$ cat src/rtl/nhaq_pkg.sv
package nhaq_pkg;

  // Configuration register indices
  typedef enum logic [1:0] {
    CFG_ALARM_THRESHOLD  = 2'd0,
    CFG_FAULT_HIGH_BOUND = 2'd1,
    CFG_FAULT_LOW_BOUND  = 2'd2
  } cfg_index_t;

  // Register values after reset
  localparam logic [6:0] ALARM_THRESHOLD_RST  = 7'd60;
  localparam logic [7:0] FAULT_HIGH_BOUND_RST = 8'd250;
  localparam logic [7:0] FAULT_LOW_BOUND_RST  = 8'd5;

  // Defined entries of the falling thermistor curve; later entries read as zero
  localparam int NTC_TABLE_DEPTH = 84;

  localparam logic [7:0] NTC_TABLE [NTC_TABLE_DEPTH] = '{
    8'd222, 8'd221, 8'd219, 8'd218, 8'd216, 8'd215, 8'd213, 8'd211, 8'd209, 8'd207,
    8'd206, 8'd204, 8'd202, 8'd200, 8'd198, 8'd195, 8'd193, 8'd191, 8'd189, 8'd187,
    8'd184, 8'd182, 8'd180, 8'd177, 8'd175, 8'd172, 8'd170, 8'd167, 8'd165, 8'd162,
    8'd160, 8'd157, 8'd155, 8'd152, 8'd149, 8'd147, 8'd144, 8'd142, 8'd139, 8'd137,
    8'd134, 8'd131, 8'd129, 8'd126, 8'd124, 8'd121, 8'd119, 8'd116, 8'd114, 8'd111,
    8'd109, 8'd107, 8'd104, 8'd102, 8'd100, 8'd97,  8'd95,  8'd93,  8'd91,  8'd89,
    8'd87,  8'd85,  8'd83,  8'd81,  8'd79,  8'd77,  8'd75,  8'd73,  8'd71,  8'd69,
    8'd68,  8'd66,  8'd64,  8'd63,  8'd61,  8'd60,  8'd58,  8'd57,  8'd55,  8'd54,
    8'd52,  8'd51,  8'd50,  8'd49
  };

  function automatic logic [7:0] table_entry(input logic [7:0] idx);
    logic [7:0] val;
    val = 8'd0;
    if (idx < 8'(NTC_TABLE_DEPTH)) begin
      val = NTC_TABLE[idx[6:0]];
    end
    return val;
  endfunction

  typedef struct packed {
    logic [7:0] adc_sample;
  } in_payload_t;

  typedef struct packed {
    logic [6:0] temperature;
    logic       fire_detect;
    logic       clear_detect;
    logic       sample_fault;
    logic       sensor_error;
  } out_payload_t;

  typedef struct packed {
    logic [1:0] reg_index;
    logic [7:0] wdata;
  } cfg_payload_t;

  // Live configuration handed to the qualifier
  typedef struct packed {
    logic [6:0] alarm_threshold;
    logic [7:0] fault_high_bound;
    logic [7:0] fault_low_bound;
  } cfg_t;

endpackage

$ cat src/rtl/nhaq_temp_lookup.sv
module nhaq_temp_lookup #(
  parameter int TABLE_ENTRIES = 84,
  parameter int IDX_W = 7
) (
  input  logic [7:0]       sample,
  output logic [IDX_W-1:0] temp_idx
);

  // Priority search: the first entry the sample reaches wins, else clamp to the last
  always_comb begin
    temp_idx = IDX_W'(TABLE_ENTRIES - 1);
    for (int i = TABLE_ENTRIES - 1; i >= 0; i--) begin
      if (sample >= nhaq_pkg::table_entry(8'(i))) begin
        temp_idx = IDX_W'(i);
      end
    end
  end

endmodule

$ cat config.mk
export PLATFORM = sky130hd
export DESIGN_NAME = nhaq_temp_lookup
export DESIGN_NICKNAME = d
export VERILOG_FILES = /design/src/rtl/nhaq_pkg.sv /design/src/rtl/nhaq_temp_lookup.sv
export SDC_FILE = /design/constraint.sdc
export NUM_CORES = 1
export LEC_CHECK = 0
export BUFFER_PORTS_ARGS = -buffer_cell sky130_fd_sc_hd__buf_2
export CORE_MARGIN = 4
export CORE_UTILIZATION = 50
export DETAILED_ROUTE_END_ITERATION = 8
export PLACE_DENSITY_LB_ADDON = 0.3
export RECOVER_POWER = 25
export SLEW_MARGIN = 30
export SYNTH_ARGS = -nofsm -noshare
export SYNTH_HDL_FRONTEND = slang
export SYNTH_SLANG_ARGS = --single-unit
$ cat constraint.sdc
create_clock -name vclk -period 2.6
set_clock_uncertainty 0.15 [all_clocks]
set_input_delay 0.39 -clock vclk [all_inputs]
set_output_delay 0.39 -clock vclk [all_outputs]
set_load 0.05 [all_outputs]
==> reports/qor.txt <==
Outcome = finished with violations
Violated checks = negative setup slack
CP Launch Type = primary input
Vias in the first global route = 1872
Synth Area per Inst = 5.93 um2
DR iter-0 viols = 414
Die area = 3540 um2
Vias post-DR = 2376
DP HPWL = 3960 um
Initial Util = 0.531
IR drop worst, VDD = 175 uV
Antenna diodes = 0
I/O pin cnt = 15
Leakage = 0.977 nW
Register Area = 0 um2
Die Width = 59.5 um
Syn nets = 232
Critical path arrival = 2190 ps
Worst slew margin = 0.600
Global-route wire length before repair = 8700 um
Placed cells = 305
Yosys cell types = 58
DRT Pass-1 Iters = 6
RSZ-0062 raised after global routing = yes
Via density = 7.33
CP endpoint kind = primary output
Ys Warns = 0
Crit Path Max Fanout = 10
Post-route setup TNS = -162 ps
Nets@finish = 304
Clock buffers = 0
GP Congestion = 1.05
Core ar. = 2500 um2
Worst hold path class = primary input to primary output
Final Hold Viols = 0
PnR worst setup slack = -125 ps
Final period util = 1.05
Endpoints failing setup = 2
Slew Limit Fails = 0
Drt total wl = 7520 um
Initial antenna violation count = 0
Port bufs = 15
Share of cells above drive strength 1 = 0.435
Final ANT Viol Nets = 0
F_max = 0.367 GHz
WL/cell = 23.2 um
Seq_cells = 0
Top cells by area, synth = a21oi_1 (8.7%), o21ai_0 (7.9%), nor2_1 (7.4%), nand2_1 (6.8%), buf_2 (4.9%)
Synthesized cell area = 1330 um2
# rows = 18
Top cell type by total area after synthesis = a21oi_1
Post-synth top area share = 0.0867
Tmin final = 2730 ps
Pwr/cell area = 213 nW/um2
Mapped Cells = 224
Post-synthesis sequential area ratio = 0
Post-route DRC = 0
Gr usage total = 0.310
Largest net degree at the start of global routing = 23
Post-Layout Cell Count = 324
Worst-Margin Slew = 602 ps
Crit Path Class = primary input to primary output
Critical path required time = 2060 ps
Grt ovf = 0
P&R area growth vs syn = 72.1%
Height of the die = 59.5 um
Max Cap Viol = 0
==> path summary, 6_finish.rpt <==
| kind | to | from | depth (start not counted) |
|---|---|---|---|
| worst min-delay path | temp_idx[3] | sample[7] | 4 |
| worst max-delay path | temp_idx[1] | sample[1] | 10 |
==> report_power, final <==
part / total (W) / internal [W] / switching (W)
Sequential: 0 / 0 / 0
Clock: 0 / 0 / 0
Combinational: 0.000487 / 0.000215 / 0.000272
==> per-stage QoR <==
stage / worst slack (ps) / hold WS, ps / utilization / power [W] / instance area, um2
2_1_floorplan: -157 / 975 / - / 0.000230 / 1340
3_3_place_gp: -160 / 1200 / 0.736 / 0.000358 / 1840
3_5_place_dp: -196 / 1210 / 0.736 / 0.000361 / 1840
4_1_cts: -6.53 / 1190 / 0.760 / 0.000379 / 1900
5_1_grt: -143 / 1180 / 0.914 / 0.000505 / 2280
6_report: -125 / 1180 / 0.914 / 0.000487 / 2280
==> Yosys cell counts (all sizes together), types with 2 or more instances <==
library cell and number:
a2111oi 2, a21o 4, a21oi 23, a221o 3, a22oi 5, a31oi 7
a32oi 2, buf 18, clkbuf 9, inv 4, nand2 24, nand2b 7
nand3 5, nor2 27, nor2b 2, nor3 2, o2111ai 4, o211ai 4
o21a 2, o21ai 22, o221ai 4, o22ai 4, o31ai 3, o32ai 2
o41ai 2, or3 3, or3b 2, or4 2, xnor2 4
==> what timing repair did <==
item	4_1_cts	5_1_grt
buffers inserted	0	17
gates cloned	0	2
pin swaps	2	17
hold buffers	0	0
endpoints found under the setup margin	4	4
gates resized for setup	19	56
endpoints found under the hold margin	0	0
==> cell families after synthesis <==
kind of cell,after synthesis,synth area share
AOI/OAI and AO/OA,103,0.538
xor gates and xnor gates,5,0.0330
buffers and inverters,32,0.120
muxes,1,0.00754
and+or+nand+nor,83,0.302
==> per-layer routing <==
metal | track usage | part of all wire
met5 | 0 | 0
met4 | 0.104 | 0.091
met3 | 0.0501 | 0.13
met2 | 0.527 | 0.43
met1 | 0.393 | 0.34
==> area by class of cell <==
class,count,area (um2)
well taps,30,37.5
fillers,96,215
inverters,5,18.8
multi-input cells,192,1330
repair buffers,97,898
==> layout by cell type, fill, tap and decap left out, drive strengths merged, types with 2 or more instances in the layout <==
master,instances
a22oi,5
a21o,4
o41ai,2
a2111oi,2
o21ai,22
xnor2,4
nand3,5
nor2b,2
inv,4
o211ai,4
clkbuf,3
nor3,2
buf,94
nand2b,7
o21a,2
nor2,27
or3b,2
or4,2
o2111ai,4
nand2,24
a21oi,23
o31ai,3
a31oi,7
o22ai,4
or3,3
o32ai,2
o221ai,4
a221o,3
a32oi,2
==> worst max-delay path: stages <==
cell      delay, ps
buf_12          110
buf_4           140
nand2_2         100
buf_6           160
a21oi_1          90
o221a_2         260
o211ai_1        200
nand3_1         180
a221o_1         340
buf_4           200
Power figures use the tool's default switching activity.
