<file path="config.mk">
export PLATFORM = sky130hd
export DESIGN_NAME = nhaq_qualifier
export DESIGN_NICKNAME = d
export VERILOG_FILES = /design/src/rtl/nhaq_pkg.sv /design/src/rtl/nhaq_qualifier.sv
export SDC_FILE = /design/constraint.sdc
export NUM_CORES = 1
export LEC_CHECK = 0
export ABC_AREA = 1
export BUFFER_PORTS_ARGS = -buffer_cell sky130_fd_sc_hd__clkbuf_2
export CAP_MARGIN = 0
export CELL_PAD_IN_SITES_DETAIL_PLACEMENT = 1
export CELL_PAD_IN_SITES_GLOBAL_PLACEMENT = 1
export CORE_ASPECT_RATIO = 1.1
export CORE_MARGIN = 3
export CORE_UTILIZATION = 33
export CTS_CLUSTER_SIZE = 8
export DETAILED_ROUTE_END_ITERATION = 12
export GPL_TIMING_DRIVEN = 0
export PLACE_DENSITY_LB_ADDON = 0.12
export SLEW_MARGIN = 20
export SYNTH_ARGS = -nofsm -noshare
export SYNTH_HDL_FRONTEND = slang
export SYNTH_SLANG_ARGS = --single-unit
</file>
<file path="constraint.sdc">
create_clock -name clk -period 2.7 [get_ports clk]
set_clock_uncertainty 0.1 [all_clocks]
set_input_delay 0.54 -clock clk [delete_from_list [all_inputs] [get_ports clk]]
set_output_delay 0.54 -clock clk [all_outputs]
set_load 0.01 [all_outputs]
</file>
<file path="src/rtl/nhaq_pkg.sv">
package nhaq_pkg;

  // Configuration register indices
  typedef enum logic [1:0] {
    CFG_ALARM_THRESHOLD  = 2'd0,
    CFG_FAULT_HIGH_BOUND = 2'd1,
    CFG_FAULT_LOW_BOUND  = 2'd2
  } cfg_index_t;

  // Register values after reset
  localparam logic [6:0] ALARM_THRESHOLD_RST  = 7'd60;
  localparam logic [7:0] FAULT_HIGH_BOUND_RST = 8'd250;
  localparam logic [7:0] FAULT_LOW_BOUND_RST  = 8'd5;

  // Defined entries of the falling thermistor curve; later entries read as zero
  localparam int NTC_TABLE_DEPTH = 84;

  localparam logic [7:0] NTC_TABLE [NTC_TABLE_DEPTH] = '{
    8'd222, 8'd221, 8'd219, 8'd218, 8'd216, 8'd215, 8'd213, 8'd211, 8'd209, 8'd207,
    8'd206, 8'd204, 8'd202, 8'd200, 8'd198, 8'd195, 8'd193, 8'd191, 8'd189, 8'd187,
    8'd184, 8'd182, 8'd180, 8'd177, 8'd175, 8'd172, 8'd170, 8'd167, 8'd165, 8'd162,
    8'd160, 8'd157, 8'd155, 8'd152, 8'd149, 8'd147, 8'd144, 8'd142, 8'd139, 8'd137,
    8'd134, 8'd131, 8'd129, 8'd126, 8'd124, 8'd121, 8'd119, 8'd116, 8'd114, 8'd111,
    8'd109, 8'd107, 8'd104, 8'd102, 8'd100, 8'd97,  8'd95,  8'd93,  8'd91,  8'd89,
    8'd87,  8'd85,  8'd83,  8'd81,  8'd79,  8'd77,  8'd75,  8'd73,  8'd71,  8'd69,
    8'd68,  8'd66,  8'd64,  8'd63,  8'd61,  8'd60,  8'd58,  8'd57,  8'd55,  8'd54,
    8'd52,  8'd51,  8'd50,  8'd49
  };

  function automatic logic [7:0] table_entry(input logic [7:0] idx);
    logic [7:0] val;
    val = 8'd0;
    if (idx < 8'(NTC_TABLE_DEPTH)) begin
      val = NTC_TABLE[idx[6:0]];
    end
    return val;
  endfunction

  typedef struct packed {
    logic [7:0] adc_sample;
  } in_payload_t;

  typedef struct packed {
    logic [6:0] temperature;
    logic       fire_detect;
    logic       clear_detect;
    logic       sample_fault;
    logic       sensor_error;
  } out_payload_t;

  typedef struct packed {
    logic [1:0] reg_index;
    logic [7:0] wdata;
  } cfg_payload_t;

  // Live configuration handed to the qualifier
  typedef struct packed {
    logic [6:0] alarm_threshold;
    logic [7:0] fault_high_bound;
    logic [7:0] fault_low_bound;
  } cfg_t;

endpackage

</file>
<file path="src/rtl/nhaq_qualifier.sv">
module nhaq_qualifier #(
  parameter int IDX_W = 7
) (
  input  logic                  clk,
  input  logic                  rst_n,
  input  logic                  advance,
  input  logic [7:0]            sample,
  input  logic [IDX_W-1:0]      temp_idx,
  input  nhaq_pkg::cfg_t        cfg,
  output nhaq_pkg::out_payload_t result
);

  logic [6:0] fault_hist_r;
  logic [1:0] over_hist_r;
  logic       error_r;

  logic       fault;
  logic       over;
  logic [7:0] fault_win;
  logic [2:0] over_win;
  logic       error_nxt;

  // Fault and over-temperature tests for the current sample
  always_comb begin
    fault     = (sample >= cfg.fault_high_bound) || (sample <= cfg.fault_low_bound);
    over      = 8'(temp_idx) > {1'b0, cfg.alarm_threshold};
    fault_win = {fault_hist_r, fault};
    over_win  = {over_hist_r, over};
    error_nxt = error_r | (&fault_win);
  end

  always_comb begin
    result.temperature  = 7'(temp_idx);
    result.fire_detect  = &over_win;
    result.clear_detect = ~|over_win;
    result.sample_fault = fault;
    result.sensor_error = error_nxt;
  end

  // Shift histories and latch the error when a sample moves on
  always_ff @(posedge clk) begin
    if (!rst_n) begin
      fault_hist_r <= '0;
      over_hist_r  <= '0;
      error_r      <= 1'b0;
    end else if (advance) begin
      fault_hist_r <= fault_win[6:0];
      over_hist_r  <= over_win[1:0];
      error_r      <= error_nxt;
    end
  end

endmodule

</file>
==> results of run 1 <==
-- state kept, by name, indices dropped and copies added (netlist names) --
register and cells:
fault_hist_r 7, over_hist_r 2, error_r 1
-- cell families after synthesis --
| group | count (synthesis) | synth area share |
|---|---|---|
| and+or+nand+nor | 56 | 0.229 |
| buffers and inverters | 40 | 0.176 |
| DFF | 10 | 0.192 |
| adders and majority gates | 23 | 0.275 |
| AOI/OAI and AO/OA | 25 | 0.128 |
-- metrics by stage --
step | power (mW) | hold slack (ns) | area [µm²] | worst slack [ns]
floorplan | 0.264 | 0.356 | 1040 | 0.507
global placement | 0.320 | 0.365 | 1340 | 0.238
detailed placement | 0.332 | 0.374 | 1340 | 0.187
CTS | 0.469 | 0.384 | 1380 | 0.182
global route | 0.503 | 0.431 | 1380 | 0.0747
finish | 0.457 | 0.381 | 1380 | 0.205
-- Yosys cell counts, types with 2 or more instances --
library cell | count | area [µm²]
nand2_1 | 26 | 97.6
dfxtp_1 | 10 | 200
inv_1 | 30 | 113
nand4_1 | 2 | 12.5
buf_4 | 9 | 67.6
o21ai_0 | 12 | 60.1
ha_1 | 23 | 288
a21oi_1 | 10 | 50.1
nor2_1 | 22 | 82.6
-- area by class of cell --
class,instances,area (µm²),share of cell area
Tap cell,33,41.3,0.0300
Timing Repair Buffer,51,255,0.185
Sequential cell,10,200,0.145
Inverter,30,113,0.0817
Clock buffer,4,36.3,0.0263
Multi-Input combinational cell,104,661,0.480
Buffer,10,71.3,0.0518
-- final timing paths --
check | startpoint | to | slack (ns) | cells past startpoint
min reg2reg | error_r$_SDFFE_PN0P_ | error_r$_SDFFE_PN0P_ | 0.38 | 2
min | error_r$_SDFFE_PN0P_ | error_r$_SDFFE_PN0P_ | 0.38 | 2
max | sample[3] | result[0] | 0.20 | 11
max reg2reg | fault_hist_r[3]$_SDFFE_PN0P_ | error_r$_SDFFE_PN0P_ | 1.74 | 4
-- routing by layer --
layer | global-route usage | vias to the layer above
met2 | 0.270 | 42
met1 | 0.148 | 515
met5 | 0 | -
met4 | 0.0249 | 0
li1 | - | 591
met3 | 0.0299 | 0
-- critical path: stages --
cell and delay, ns:
clkbuf_2 0.10, ha_1 0.31, nand2_1 0.08, nor2_1 0.05
and2_1 0.14, nor2_1 0.12, nand3_2 0.13, nand2_2 0.10
nand2_1 0.05, buf_4 0.12, clkbuf_2 0.12
-- power by group --
part           switching, mW  internal, mW  total, mW
clock                 0.0507        0.0819      0.133
combinational         0.0821        0.0786      0.161
sequential           0.00715         0.157      0.164
total                  0.140         0.317      0.457
==> key figures, run 1 <==
Routing
  • 1st-iter DRT viols: 11
  • Via Count: 1148
  • ANT nets after route: 0
  • Initial DRT Pass Iterations: 4
  • M1 wire length: 1030 µm
  • Residual DRC: 0
  • Mean routed wirelength per cell: 10.6 µm
  • Routed WL: 2560 µm
  • Avg Vias per Cell: 4.74
  • Met2 Wirelength: 1290 µm
  • Routed wl met3: 242 µm
  • Top layer in use: met3

Setup path
  • Crit Path Max Fanout: 3
  • CP startpoint kind: input pin
  • WP data required: 2.06 ns
  • CP Class: in -> out
  • Worst path arrival time: 1.86 ns
  • CP endpoint kind: output pin

Cells and area
  • Diode count: 0
  • Area Overhead vs Synth: 31.9%
  • Most frequent cells in the layout: clkbuf_2 (51), inv_1 (30), nand2_1 (26), ha_1 (23), nor2_1 (22)
  • Layout cells sized above 1: 0.330
  • Fill cell count: 407
  • Leading cell type in the layout, fill and taps excluded: clkbuf_2
  • Final std cells w/o fill: 242
  • Post-layout util: 0.475
  • Net count, final: 274

Clocking
  • H-tree depth: 1
  • Sink Count: 10
  • Total CTS buffers: 3
  • Clk_lat worst skew: 0.26 ns
  • Hold buffers post-CTS: 0
  • CTS tree: done
  • Clk slew on worst S/H paths: 0.06 ns
  • Clock Path Buffers: 2
  • # resized after CTS: 0
  • Setup Fix Bufs, Post-CTS: 0
  • Root buffer cell: clkbuf_4

Outcome
  • Status: complete, no violations

Synthesis
  • Primary FF master, synth: dfxtp_1
  • Yosys reg bits: 10
  • Synth warn: 0
  • Unique masters post-synth: 19
  • Cells after Synth: 154
  • Post-synth ARST share: 0
  • Synthesized area per cell: 6.78 µm²
  • Post-synthesis sequential area ratio: 0.192
  • Net Count, Synth: 218
  • Post-Syn Area: 1040 µm²
  • Number of flops mapped to enable cells by yosys: 0

Timing
  • Actual slew at the worst max-slew pin: 0.375 ns
  • RSZ-0062 raised after global routing: false
  • Setup TNS: 0 ns
  • Max Freq: 0.401 GHz
  • Slew Limit Headroom: 0.750
  • Slew Viols, Final: 0
  • Tcrit/Tclk final: 0.924
  • Post-layout min period: 2.50 ns
  • Final Setup Violations: 0
  • Fin. Hold Viols: 0

GRT
  • Total gr overflow: 0
  • Largest net degree at the start of global routing: 11
  • Vias in the first global route: 1145
  • Initial antenna violation count: 0
  • All-Layer GR Usage: 0.139
  • First-pass GRT wire length: 4300 µm

Floorplan
  • Die area: 3880 µm²
  • Rows: 20
  • Initial core utilization: 0.360
  • Die height: 65.0 µm
  • Ports: 52
  • Die width: 59.6 µm
  • CORE AREA: 2900 µm²

Power
  • Pwr dens: 332 nW/µm²
  • Leakage: 0.845 nW
  • Max VDD drop: 0.221 mV

Run
  • Max-Cap Viols: 0

Min path
  • Min-Delay Path Class: reg -> reg

Placement
  • Port bufs: 51
  • Post-DP HPWL: 2350 µm
  • RD Place Congestion: 0.722
  • Placed insts: 238
Power figures use the tool's default switching activity.
==> run 2, diff against run 1 <==
Settings changed: CTS_BUF_LIST from default to sky130_fd_sc_hd__clkbuf_16.
==> key figures, run 2 (synthesis results as in run 1) <==
Power
  • Sw frac: 0.267 (was 0.306)
  • Leakage: 0.863 nW (was 0.845 nW)
  • Clock power frac: 0.445 (was 0.290)
  • Internal power: 0.430 mW (was 0.317 mW)
  • Max VDD drop: 0.467 mV (was 0.221 mV)
  • Pwr dens: 413 nW/µm² (was 332 nW/µm²)
  • Switch Pwr: 0.156 mW (was 0.140 mW)
  • Combinational power share: 0.274 (was 0.351)
  • Seq pwr share: 0.281 (was 0.359)

Routing
  • 1st-iter DRT viols: 19 (was 11)
  • Via Count: 1147 (was 1148)
  • Avg Vias per Cell: 4.74 (about the same)
  • Residual DRC: 0 (unchanged)
  • Routed WL: 2590 µm (was 2560 µm)
  • ANT nets after route: 0 (unchanged)
  • Initial DRT Pass Iterations: 4 (unchanged)
  • Mean routed wirelength per cell: 10.7 µm (was 10.6 µm)

Placement
  • Dpl cell area: 1340 µm² (unchanged)
  • RD Place Congestion: 0.722 (unchanged)
  • Placed insts: 238 (unchanged)
  • Port bufs: 51 (unchanged)
  • Post-DP HPWL: 2350 µm (unchanged)

Floorplan
  • Die area: 3880 µm² (unchanged)
  • Rows: 20 (unchanged)
  • CORE AREA: 2900 µm² (unchanged)
  • Die height: 65.0 µm (unchanged)
  • Initial core utilization: 0.360 (unchanged)
  • Die width: 59.6 µm (unchanged)
  • Ports: 52 (unchanged)

Run
  • Max-Cap Viols: 0 (unchanged)

Cells and area
  • Layout cells sized above 1: 0.325 (was 0.330)
  • Most frequent cells in the layout: clkbuf_2 (51), inv_1 (30), nand2_1 (26), ha_1 (23), nor2_1 (22) (unchanged)
  • Largest Register: fault_hist_r (unchanged)
  • Net count, final: 274 (unchanged)
  • Area Overhead vs Synth: 35.9% (was 31.9%)
  • Final std cells w/o fill: 242 (unchanged)
  • Diode count: 0 (unchanged)
  • Max reg flops: 7 (unchanged)
  • Leading cell type in the layout, fill and taps excluded: clkbuf_2 (unchanged)
  • Final Instance Area: 1420 µm² (was 1380 µm²)
  • Fill cell count: 400 (was 407)
  • Top Registers: fault_hist_r x7, over_hist_r x2, error_r x1 (unchanged)

Setup path
  • Worst path arrival time: 1.83 ns (was 1.86 ns)
  • Critical-path cell list: clkbuf_2, ha_1, nand2_1, nor2_1, and2_1, nor2_1, nand3_2, nand2_2, nand2_1, buf_4, clkbuf_2 (unchanged)
  • WP data required: 2.06 ns (about the same)
  • Slowest stage delay, CP: 0.31 ns (about the same)
  • CP endpoint kind: output pin (unchanged)
  • Slowest-stage cell, CP: ha_1 (unchanged)
  • CP startpoint kind: input pin (unchanged)
  • Crit Path Max Fanout: 3 (unchanged)
  • Worst setup startpoint: sample[3] (unchanged)
  • CP Class: in -> out (unchanged)
  • Reg2reg start: fault_hist_r[3]$_SDFFE_PN0P_ (unchanged)

Timing
  • Setup TNS: 0 ns (unchanged)
  • Post-layout min period: 2.47 ns (was 2.50 ns)
  • Slew Limit Headroom: 0.755 (was 0.750)
  • Fin. Hold Viols: 0 (unchanged)
  • Max Freq: 0.404 GHz (was 0.401 GHz)
  • Tcrit/Tclk final: 0.916 (was 0.924)
  • Final Setup Violations: 0 (unchanged)
  • RSZ-0062 raised after global routing: false (unchanged)
  • Actual slew at the worst max-slew pin: 0.367 ns (was 0.375 ns)
  • Slew Viols, Final: 0 (unchanged)

Clocking
  • H-tree depth: 1 (unchanged)
  • Clock Path Buffers: 2 (unchanged)
  • CTS tree: done (unchanged)
  • Clk slew on worst S/H paths: 0.04 ns (was 0.06 ns)
  • Sink Count: 10 (unchanged)
  • Hold buffers post-CTS: 0 (unchanged)
  • # resized after CTS: 0 (unchanged)
  • Setup Fix Bufs, Post-CTS: 0 (unchanged)
  • Clk_lat worst skew: 0.23 ns (was 0.26 ns)
  • Root buffer cell: clkbuf_16 (was clkbuf_4)
  • Total CTS buffers: 3 (unchanged)

GRT
  • All-Layer GR Usage: 0.144 (was 0.139)
  • Initial antenna violation count: 0 (unchanged)
  • First-pass GRT wire length: 4430 µm (was 4300 µm)
  • Largest net degree at the start of global routing: 11 (unchanged)
  • Vias in the first global route: 1175 (was 1145)
  • Total gr overflow: 0 (unchanged)

Min path
  • Min-delay src: error_r$_SDFFE_PN0P_ (unchanged)
  • Min-Delay Path Class: reg -> reg (unchanged)

Outcome
  • Status: complete, no violations (unchanged)
run 2: cell count changes in the layout (fill, tap and decap cells not counted):
cell / change
clkbuf_16: +3
clkbuf_4: -3
clkbuf_8: -1
clkinv_1: +1
run 2: through the flow:
| step | setup slack (ns) | hold WS, ns | power [mW] | util |
|---|---|---|---|---|
| 2_1_floorplan | 0.507 | 0.356 | 0.264 | - |
| 3_3_place_gp | 0.238 | 0.365 | 0.320 | 0.462 |
| 3_5_place_dp | 0.187 | 0.374 | 0.332 | 0.462 |
| 4_1_cts | 0.190 | 0.382 | 0.595 | 0.489 |
| 5_1_grt | 0.0960 | 0.428 | 0.630 | 0.489 |
| 6_report | 0.225 | 0.379 | 0.587 | 0.489 |
run 2: critical path: cells and delay by family:
family	cells	cell delay, ns
buffers and inverters	3	0.34
adders and majority gates	1	0.31
and+or+nand+nor	7	0.65
run 2: worst paths after layout:
kind | end | slack, ns | depth (start not counted)
min | error_r$_SDFFE_PN0P_ | 0.38 | 2
max reg2reg | error_r$_SDFFE_PN0P_ | 1.74 | 4
min reg2reg | error_r$_SDFFE_PN0P_ | 0.38 | 2
max | result[0] | 0.23 | 11
run 2: layout make-up:
class / count / area [µm²] / area share
sequential: 10 / 200 / 0.141
clock inverter: 1 / 3.75 / 0.00264
clock buffer: 3 / 75.1 / 0.0529
buffer: 10 / 71.3 / 0.0502
multi-input combinational: 104 / 661 / 0.465
inverter: 30 / 113 / 0.0793
timing repair buffer: 51 / 255 / 0.180
tap: 33 / 41.3 / 0.0291
run 2: per-layer routing:
| layer | up-vias | track usage | share of wire |
|---|---|---|---|
| li1 | 590 | - | - |
| met1 | 513 | 0.145 | 0.40 |
| met2 | 42 | 0.286 | 0.50 |
| met3 | 2 | 0.0359 | 0.093 |
| met4 | 0 | 0.0249 | 0.0062 |
| met5 | - | 0 | 0 |
run 2: power groups by stage:
stage / Sequential (mW) / Clock, mW / Combinational (mW)
2_1_floorplan: 0.165 / 0 / 0.0986
3_3_place_gp: 0.167 / 0 / 0.154
3_5_place_dp: 0.167 / 0 / 0.165
4_1_cts: 0.165 / 0.264 / 0.166
5_1_grt: 0.166 / 0.275 / 0.189
6_report: 0.165 / 0.261 / 0.161
==> run 3, diff against run 2 <==
Settings changed: GPL_TIMING_DRIVEN 0 to default.
==> key figures, run 3 (synthesis results as in run 1) <==
Outcome
  • Status: complete, no violations (unchanged)

Routing
  • Routed WL: 2510 µm (was 2590 µm)
  • 1st-iter DRT viols: 8 (was 19)
  • Initial DRT Pass Iterations: 4 (unchanged)
  • Via Count: 1115 (was 1147)
  • Mean routed wirelength per cell: 10.8 µm (was 10.7 µm)
  • ANT nets after route: 0 (unchanged)
  • Residual DRC: 0 (unchanged)
  • Avg Vias per Cell: 4.81 (was 4.74)

GRT
  • Total gr overflow: 0 (unchanged)
  • Largest net degree at the start of global routing: 13 (was 11)
  • Initial antenna violation count: 0 (unchanged)
  • First-pass GRT wire length: 4150 µm (was 4430 µm)
  • All-Layer GR Usage: 0.136 (was 0.144)
  • Vias in the first global route: 1077 (was 1175)

Clocking
  • Root buffer cell: clkbuf_16 (unchanged)
  • # resized after CTS: 0 (unchanged)
  • Sink Count: 10 (unchanged)
  • Total CTS buffers: 3 (unchanged)
  • Clk_lat worst skew: 0.23 ns (about the same)
  • CTS tree: done (unchanged)
  • Clock Path Buffers: 2 (unchanged)
  • Setup Fix Bufs, Post-CTS: 0 (unchanged)
  • H-tree depth: 1 (unchanged)
  • Hold buffers post-CTS: 0 (unchanged)
  • Clk slew on worst S/H paths: 0.04 ns (about the same)

Min path
  • Min-Delay Path Class: reg -> reg (unchanged)
  • Min-Delay Path Depth: 2 (unchanged)
  • Worst Hold Endpoint: error_r$_SDFFE_PN0P_ (unchanged)
  • Min-delay src: error_r$_SDFFE_PN0P_ (unchanged)

Power
  • Max VDD drop: 0.621 mV (was 0.467 mV)
  • Switch Pwr: 0.154 mW (was 0.156 mW)
  • Pwr dens: 427 nW/µm² (was 413 nW/µm²)
  • Leakage: 0.818 nW (was 0.863 nW)
  • Sw frac: 0.267 (about the same)
  • Seq pwr share: 0.287 (was 0.281)
  • Clock power frac: 0.453 (was 0.445)
  • Combinational power share: 0.261 (was 0.274)
  • Internal power: 0.422 mW (was 0.430 mW)

Setup path
  • Reg2reg end: error_r$_SDFFE_PN0P_ (unchanged)
  • Reg2reg start: fault_hist_r[4]$_SDFFE_PN0P_ (was fault_hist_r[3]$_SDFFE_PN0P_)
  • CP Class: in -> out (unchanged)
  • WP data required: 2.06 ns (about the same)
  • R2r setup slk: 1.77 ns (was 1.74 ns)
  • Worst path arrival time: 1.74 ns (was 1.83 ns)
  • Crit Path Max Fanout: 3 (unchanged)
  • Reg2Reg Depth: 4 (unchanged)
  • CP startpoint kind: input pin (unchanged)
  • CP endpoint kind: output pin (unchanged)

Cells and area
  • Most frequent cells in the layout: clkbuf_2 (51), inv_1 (30), nand2_1 (26), ha_1 (23), nor2_1 (22) (unchanged)
  • Max reg flops: 7 (unchanged)
  • Diode count: 0 (unchanged)
  • Area Overhead vs Synth: 29.1% (was 35.9%)
  • Top Registers: fault_hist_r x7, over_hist_r x2, error_r x1 (unchanged)
  • Layout cells sized above 1: 0.296 (was 0.325)
  • Largest Register: fault_hist_r (unchanged)
  • Net count, final: 264 (was 274)
  • Leading cell type in the layout, fill and taps excluded: clkbuf_2 (unchanged)

Timing
  • Slew Viols, Final: 0 (unchanged)
  • Tcrit/Tclk final: 0.880 (was 0.916)
  • Max Freq: 0.421 GHz (was 0.404 GHz)
  • Hold_ws: 0.379 ns (about the same)
  • Fin. Hold Viols: 0 (unchanged)
  • Post-layout min period: 2.38 ns (was 2.47 ns)
  • Final Setup Violations: 0 (unchanged)
  • Slew Limit Headroom: 0.835 (was 0.755)
  • Setup TNS: 0 ns (unchanged)
  • Actual slew at the worst max-slew pin: 0.247 ns (was 0.367 ns)
  • RSZ-0062 raised after global routing: false (unchanged)

Floorplan
  • Die width: 59.6 µm (unchanged)
  • Initial core utilization: 0.360 (unchanged)
  • Die height: 65.0 µm (unchanged)
  • Ports: 52 (unchanged)
  • CORE AREA: 2900 µm² (unchanged)
  • Die area: 3880 µm² (unchanged)
  • Rows: 20 (unchanged)

Placement
  • Post-DP HPWL: 2290 µm (was 2350 µm)
  • Port bufs: 51 (unchanged)
  • RD Place Congestion: 0.757 (was 0.722)

Run
  • Max-Cap Viols: 0 (unchanged)
run 3: cell types whose count changed in the layout (fill, tap and decap cells not counted):
cell / before / now
buf_4: 9 / 0
clkbuf_1: 1 / 0
run 3: area by class of cell:
type                            instances  area (µm²)
Fill cell                             397        1550
Multi-Input combinational cell        104         661
Sequential cell                        10         200
Tap cell                               33        41.3
Clock buffer                            3        75.1
Timing Repair Buffer                   51         255
Clock inverter                          1        3.75
Inverter                               30         113
run 3: worst max-delay path, stage by stage:
cell      delay [ns]
clkbuf_2        0.08
inv_1           0.03
ha_1            0.28
nand2_1         0.09
nor2_1          0.17
nand4_1         0.12
nand2_1         0.12
nor3b_2         0.16
clkbuf_2        0.15
run 3: how the worst max path moves through the flow:
stage	from	to	slack, ns	cells past startpoint
2_1_floorplan	cfg[7]	result[0]	0.51	10
3_3_place_gp	sample[3]	result[0]	0.35	10
3_5_place_dp	temp_idx[2]	result[2]	0.30	9
4_1_cts	temp_idx[2]	result[2]	0.30	9
5_1_grt	cfg[18]	result[2]	0.14	10
6_report	cfg[22]	result[2]	0.32	9
run 3: power groups by stage:
stage	combinational (mW)	clock [mW]	sequential (mW)
4_1_cts	0.155	0.268	0.165
2_1_floorplan	0.0986	0	0.165
6_report	0.150	0.261	0.165
5_1_grt	0.177	0.280	0.167
3_5_place_dp	0.154	0	0.167
3_3_place_gp	0.144	0	0.167
run 3: layer usage:
metal  global-route usage  vias up  routed length [µm]
met5                    0        -                   0
met4               0.0388        0                  44
met3               0.0438        4                 246
met2                0.241       47                1190
met1                0.152      493                1030
li1                     -      571                   -
run 3: metrics by stage:
step | setup slack [ns] | power [mW] | cell area (µm²) | utilization | instances
finish | 0.324 | 0.576 | 1350 | 0.465 | 232
global route | 0.144 | 0.624 | 1350 | 0.465 | 232
CTS | 0.299 | 0.587 | 1350 | 0.465 | 232
detailed placement | 0.299 | 0.321 | 1270 | 0.438 | 228
global placement | 0.349 | 0.311 | 1270 | 0.438 | 228
floorplan | 0.507 | 0.264 | 1040 | - | 154
